<file path="src/rtl/stsk_pkg.sv">
// Shared constants for the Stirling-number core: field widths, the prime
// modulus, the reduction constant and the query selector codes.
// No dependencies.
`default_nettype none

package stsk_pkg;

  // Field widths
  localparam int OP_W  = 2;
  localparam int IDX_W = 12;
  localparam int CNT_W = 30;

  // Prime modulus and reduction constant floor(2^43 / MODULUS)
  localparam logic [CNT_W-1:0] MODULUS    = 30'd998244353;
  localparam int               MU_W       = 14;
  localparam logic [MU_W-1:0]  BARRETT_MU = 14'd8811;

  // Query selector codes
  localparam logic [OP_W-1:0] OP_STIRLING = 2'd0;
  localparam logic [OP_W-1:0] OP_SURJ     = 2'd1;
  localparam logic [OP_W-1:0] OP_PSUM     = 2'd2;

endpackage

`default_nettype wire

</file>
<file path="src/rtl/stsk_mulmod.sv">
// Multi-cycle modular multiplier: 12-bit by 30-bit product reduced modulo
// the prime with a Barrett estimate and a final correction.
// Depends on stsk_pkg.
`default_nettype none

module stsk_mulmod (
  input  wire logic                       clk,
  input  wire logic                       rst_n,
  input  wire logic                       start,
  input  wire logic [stsk_pkg::IDX_W-1:0] a,
  input  wire logic [stsk_pkg::CNT_W-1:0] b,
  output      logic                       done,
  output      logic [stsk_pkg::CNT_W-1:0] res
);
  import stsk_pkg::*;

  localparam int PROD_W = IDX_W + CNT_W;           // 42
  localparam int Q_W    = PROD_W - (CNT_W - 1);    // 13
  localparam int T_W    = Q_W + MU_W;              // 27
  localparam int QP_W   = Q_W + CNT_W;             // 43

  typedef enum logic [2:0] {
    MS_IDLE, MS_MUL, MS_QEST, MS_QP, MS_SUB, MS_FIX
  } mstage_t;

  mstage_t             stage_r, stage_nxt;
  logic                done_r, done_nxt;
  logic [IDX_W-1:0]    a_r, a_nxt;
  logic [CNT_W-1:0]    b_r, b_nxt;
  logic [PROD_W-1:0]   prod_r, prod_nxt;
  logic [T_W-1:0]      t_r, t_nxt;
  logic [QP_W-1:0]     qp_r, qp_nxt;
  logic [31:0]         rem_r, rem_nxt;
  logic [CNT_W-1:0]    res_r, res_nxt;
  logic [QP_W-1:0]     diff;
  logic [31:0]         two_p;

  assign two_p = {1'b0, MODULUS, 1'b0};
  assign diff  = {1'b0, prod_r} - qp_r;

  // Advance one reduction step per cycle
  always_comb begin
    stage_nxt = stage_r;
    done_nxt  = 1'b0;
    a_nxt     = a_r;
    b_nxt     = b_r;
    prod_nxt  = prod_r;
    t_nxt     = t_r;
    qp_nxt    = qp_r;
    rem_nxt   = rem_r;
    res_nxt   = res_r;
    if (start) begin
      a_nxt     = a;
      b_nxt     = b;
      stage_nxt = MS_MUL;
    end else begin
      unique case (stage_r)
        MS_IDLE: ;
        MS_MUL: begin
          prod_nxt  = a_r * b_r;
          stage_nxt = MS_QEST;
        end
        MS_QEST: begin
          t_nxt     = prod_r[PROD_W-1 -: Q_W] * BARRETT_MU;
          stage_nxt = MS_QP;
        end
        MS_QP: begin
          qp_nxt    = t_r[T_W-1 -: Q_W] * MODULUS;
          stage_nxt = MS_SUB;
        end
        MS_SUB: begin
          // Estimate is low by at most two multiples of the modulus
          rem_nxt   = diff[31:0];
          stage_nxt = MS_FIX;
        end
        MS_FIX: begin
          if (rem_r >= two_p) begin
            res_nxt = CNT_W'(rem_r - two_p);
          end else if (rem_r >= {2'b00, MODULUS}) begin
            res_nxt = CNT_W'(rem_r - {2'b00, MODULUS});
          end else begin
            res_nxt = rem_r[CNT_W-1:0];
          end
          done_nxt  = 1'b1;
          stage_nxt = MS_IDLE;
        end
        default: stage_nxt = MS_IDLE;
      endcase
    end
  end

  // Hold stage control and datapath registers
  always_ff @(posedge clk) begin
    if (!rst_n) begin
      stage_r <= MS_IDLE;
      done_r  <= 1'b0;
    end else begin
      stage_r <= stage_nxt;
      done_r  <= done_nxt;
    end
    a_r    <= a_nxt;
    b_r    <= b_nxt;
    prod_r <= prod_nxt;
    t_r    <= t_nxt;
    qp_r   <= qp_nxt;
    rem_r  <= rem_nxt;
    res_r  <= res_nxt;
  end

  assign done = done_r;
  assign res  = res_r;

endmodule

`default_nettype wire

</file>
<file path="config.mk">
export PLATFORM = sky130hd
export DESIGN_NAME = stsk_mulmod
export DESIGN_NICKNAME = d
export VERILOG_FILES = /design/src/rtl/stsk_pkg.sv /design/src/rtl/stsk_mulmod.sv
export SDC_FILE = /design/constraint.sdc
export NUM_CORES = 1
export LEC_CHECK = 0
export ABC_CLOCK_PERIOD_IN_PS = 5300
export BUFFER_PORTS_ARGS = -buffer_cell sky130_fd_sc_hd__buf_2
export CAP_MARGIN = 20
export CORE_MARGIN = 2
export CORE_UTILIZATION = 58
export DETAILED_ROUTE_END_ITERATION = 10
export GPL_TIMING_DRIVEN = 0
export PLACE_DENSITY_LB_ADDON = 0.25
export SLEW_MARGIN = 20
export SYNTH_ARGS = -nofsm -noshare
export SYNTH_HDL_FRONTEND = slang
export SYNTH_SLANG_ARGS = --single-unit
</file>
<file path="constraint.sdc">
create_clock -name clk -period 5.3 [get_ports clk]
set_input_delay 1.06 -clock clk [delete_from_list [all_inputs] [get_ports clk]]
set_output_delay 1.06 -clock clk [all_outputs]
set_load 0.005 [all_outputs]
</file>
# Word level (Yosys, flattened, before mapping)
# Cells that the tools add are included.
# totals
romBits	0
reg_bits	209
output_inout_bits	31
latch_bits	0
wordCells	38
mem_bits_rw	0
memories	0
# classes
n_mux	5
n_mul	3
n_reduce_logical	7
bitwise	2
n_eq_ne	6
div_mod_pow	0
add_sub_neg	3
n_lt_le_gt_ge	2
shifts	0
# op_table
cell	count
30-bit 2-to-1 mux	2
30-bit subtractor (second input constant)	2
12-bit by 30-bit multiplier with 42-bit output	1
32-bit by 30-bit greater-or-equal comparator with 1-bit output (second input constant)	1
32-bit by 31-bit greater-or-equal comparator with 1-bit output (second input constant)	1
13-bit by 30-bit multiplier with 32-bit output (second input constant)	1
32-bit subtractor	1
13-bit by 14-bit multiplier with 27-bit output (second input constant)	1
3-bit case mux with 5 select lines	1
2-bit AND reduction	5
3-bit by 2-bit equality test with 1-bit output (second input constant)	2
3-bit equality test (second input constant)	2
3-bit by 1-bit equality test with 1-bit output (second input constant)	1
3-bit zero test	1
1-bit 2-to-1 mux	2
2-bit != test (second input constant)	1
1-bit inverter	2
2-bit OR reduction	1

# Depth between registers and ports, before layout
# logic_depth
word_depth	3
depth_mapped	23
ltp_nobuf	21

# Worst setup path after synthesis
# OpenSTA, ideal clock, no wires.
# synth_path
path_type	register to register
start	reg a_r[8]
end	reg prod_r[40], data pin
period_less_slack_ns	5.602
setup_time_ns	0.265
path_stages_with_launch	21
t_arrival_ns	5.337
setup_slack_ns	-0.302
cell_sequence	edfxtp_1 clkbuf_1 nand2_1 fa_1 inv_1 fa_1 fa_1 fa_1 inv_1 fa_1 inv_1 ha_1 and3_1 nand2_1 o22a_1 a31oi_1 a211o_1 a211o_1 a31oi_1 o21ai_0 xor2_1
# synth_between
elab_chain_cells	1
# synth_rtl
element	line	text
start, declared	stsk_mulmod.sv:28	logic [IDX_W-1:0] a_r, a_nxt;
start signal, assigned	stsk_mulmod.sv:101	a_r <= a_nxt;
12-bit by 30-bit multiplier with 42-bit output	stsk_mulmod.sv:60	prod_nxt = a_r * b_r;
end signal, assigned	stsk_mulmod.sv:103	prod_r <= prod_nxt;
end, declared	stsk_mulmod.sv:30	logic [PROD_W-1:0] prod_r, prod_nxt;
# Every way passes these cells.
# A chain may end at the register's enable or synchronous reset.

# Worst setup path after layout
# layout_path
start	reg a_r[11]
end	reg prod_r[41], data pin
# Same word-level chain as after synthesis.

==> results.toml <==
[finish]
fraction_of_final_layout_cells_sized_beyond_drive_strength_1_pct = 19.1
layout.cells.most_common_list = "sky130_fd_sc_hd__inv_1 (440), sky130_fd_sc_hd__fa_1 (310), sky130_fd_sc_hd__nand2_1 (303), sky130_fd_sc_hd__ha_1 (188), sky130_fd_sc_hd__edfxtp_1 (180)"
area_growth_pct = 16.7
fillCellCount = 2844
mostFrequentLayoutCell = "sky130_fd_sc_hd__inv_1"
finalNetCount = 3018
fin_util_pct = 68.2

[global_route]
grt_pass1_vias = 16900
number_of_antenna_violations_at_the_first_check_in_global_routing = 2
total_gr_overflow = 0
grt_start_max_net_pins = 47
grt_usage_pct = 26.5
grt_first_pass_wirelength_mm = 84.2

[yosys]
flip_flop_and_latch_count_after_synthesis = 184
synth_largest_area_cell = "sky130_fd_sc_hd__fa_1"
async_reset_ff_share_pct = 0
synthTopCellsByArea = "sky130_fd_sc_hd__fa_1 (30%), sky130_fd_sc_hd__edfxtp_1 (24%), sky130_fd_sc_hd__ha_1 (12%)"
post_synth_num_cell_types = 74
synth_ff_type = "sky130_fd_sc_hd__edfxtp_1"
mappedNetlistNets = 2836
synth_warnings = 0
synthesis.area_per_instance_um2 = 10.0
synth_area_mm2 = 0.0224
synth_edf_count = 180
synth_top_cell_area_share_pct = 30.0
netlist_instances = 2237
ys_seq_area_share_pct = 24.4

[timing]
timing.final.max_slew_violations = 0
timing_worst_slew_pin_value_ns = 1.07
final.setup.worst_slack_ns = -0.462
setup_viol_count_final = 17
clock_period_minus_worst_slack_ns = 5.76
max_clock_freq_ghz = 0.174
timing_hold_violations_final = 0
maxSlewHeadroom_pct = 28.4
fin_worst_skew_ns = 0.0129
rsz0062_at_grt = "true"
fin_crit_sh_pct = 109

[clock_network]
max-clock-path-buffers = 2
cts.reportedPaths.clkPinSlew_ns = 0.08
ctsHtreeMaxLevel = 4
tritoncts.num_buffers = 17
clock_tree_root = "sky130_fd_sc_hd__clkbuf_16"
clock_latency_late_sink_ns = 0.47
cts_tree = "done"
cts_num_sinks = 184

[detailed_routing]
detailed_route_vias_per_instance = 5.45
initial_drt_pass_iterations = 6
post_drt_wl_per_cell_um = 17.8
num_vias = 16100
route.antenna.remaining_nets = 0
drc_errors = 0
drt_iter0_markers = 982
wl_mm = 52.6

[floorplanning]
chipWidth_um = 201
initial_utilization_pct = 58.5
floorplan.core_area_mm2 = 0.0384
row_count = 72
top_level_ports = 76
die-area_mm2 = 0.0403
die_h_um = 201

[critical_path]
worst-setup-path-type = "flip-flop to flip-flop"
worst_setup_path_start_kind = "flip-flop"
crit_chain = "buf_8 -> buf_4 -> and2_1 -> fa_1 -> fa_2 -> fa_2 -> fa_1 -> fa_1 -> ha_1 -> nand4_1 -> nor4bb_2 -> a21oi_2 -> buf_6 -> o31ai_4 -> a21boi_2 -> o21ai_2 -> xnor2_1"
worstPathMaxFanout = 5
sort_of_element_at_the_end_of_the_critical_path = "flip-flop"
crit_buf_inv = 3
critical-path-top-delay-family = "adder cells"
cpPeakStageDelay_ns = 0.60
critical_path_required_ns = 5.52
cpMaxStageDelayCell = "sky130_fd_sc_hd__fa_2"
worst_path_most_repeated_cell = "sky130_fd_sc_hd__fa_1"
worstPathArrival_ns = 5.98

[outcome]
outcome = "complete, but fails checks"
failed_checks = "setup timing"

[min_path]
type_of_the_worst_min_delay_path = "flip-flop to flip-flop"

[job]
cap_viol_max_count = 0

[placed_design]
detailed_place_hpwl_mm = 40.9
routabilityCongestion = 0.957
buffer_ports.inserted = 75
[per-layer routing]
| metal | global-route usage, % | part of all wire, % | vias to the layer above | routed length (um) |
|---|---|---|---|---|
| met2 | 47.2 | 50 | 567 | 26400 |
| met4 | 11.7 | 4.9 | 2 | 2580 |
| met3 | 4.55 | 6.0 | 162 | 3140 |
| li1 | - | - | 7408 | - |
| met1 | 31.8 | 39 | 7940 | 20500 |
| met5 | 0 | 0.025 | - | 13 |
[synth_stat cells, drive strengths merged, types with 8 or more instances]
master / n
nor4: 12
or3: 8
clkbuf: 78
o21a: 12
and3: 9
nand2: 329
inv: 466
and2: 100
a21oi: 73
ha: 218
nand3: 16
a31oi: 12
nor2: 61
nor3: 18
o21ai: 37
xnor2: 72
nor2b: 20
edfxtp: 180
xor2: 44
fa: 336
nand2b: 9
o21bai: 12
nand4: 15
a21o: 27
[state kept, by name, indices dropped and copies added, names as in the netlist]
name	cells
a_r	12
b_r	30
done	1
prod_r	42
qp_r	21
rem_r	32
res	30
stage_r	3
t_r	13
[stage by stage]
| stage | worst slack [ns] | cell area [um^2] | cells | hold slack, ns | setup TNS (ns) |
|---|---|---|---|---|---|
| 2_1_floorplan | 0.00105 | 22800 | 2237 | 0.400 | 0 |
| 3_3_place_gp | -0.939 | 23900 | 2830 | 0.412 | -11.92 |
| 3_5_place_dp | -0.973 | 23900 | 2832 | 0.412 | -13.29 |
| 4_1_cts | -0.290 | 25400 | 2903 | 0.426 | -2.67 |
| 5_1_grt | -0.657 | 26200 | 2951 | 0.454 | -7.71 |
| 6_report | -0.462 | 26200 | 2951 | 0.437 | -4.86 |
[path summary, 6_finish.rpt]
| path | slack [ns] | startpoint | end | cells after the start |
|---|---|---|---|---|
| hold / removal | 0.44 | t_r[26] | qp_r[12] | 0 |
| setup / recovery | -0.46 | a_r[11] | prod_r[41] | 17 |
| setup reg to reg | -0.46 | a_r[11] | prod_r[41] | 17 |
| hold reg to reg | 0.44 | t_r[26] | qp_r[12] | 0 |
[kinds of logic (layout without fill, tap and decap cells)]
group | after synthesis | in the layout | synth area share [%]
muxes | 1 | 1 | 0.0446
AOI/OAI and AO/OA | 223 | 223 | 6.68
buffers and inverters | 544 | 739 | 9.10
DFF | 184 | 184 | 24.4
adders and majority gates | 554 | 554 | 42.1
xor gates and xnor gates | 116 | 116 | 4.53
other | 0 | 1 | 0
and+or+nand+nor | 615 | 615 | 13.1
[layout make-up]
cell class / instances / area, um^2 / share of cell area [%]
diodes: 1 / 2.50 / 0.00956
plain buffers: 68 / 644 / 2.46
clock buffers: 18 / 429 / 1.64
clock inverters: 14 / 155 / 0.593
inverters: 466 / 1750 / 6.68
multi-input cells: 1509 / 15800 / 60.4
flip-flops and latches: 184 / 5490 / 21.0
well taps: 518 / 648 / 2.48
repair buffers: 173 / 1270 / 4.84
[what timing repair did]
action / in CTS / in global routing
pin swaps: 59 / 124
setup buffers: 41 / 53
hold buffers: 0 / 0
endpoints found under the setup margin: 28 / 29
gates cloned: 1 / 2
resized for setup: 125 / 153
Power is not shown: default switching activity piles up to over one toggle a cycle in this logic, so the estimate is an artifact.
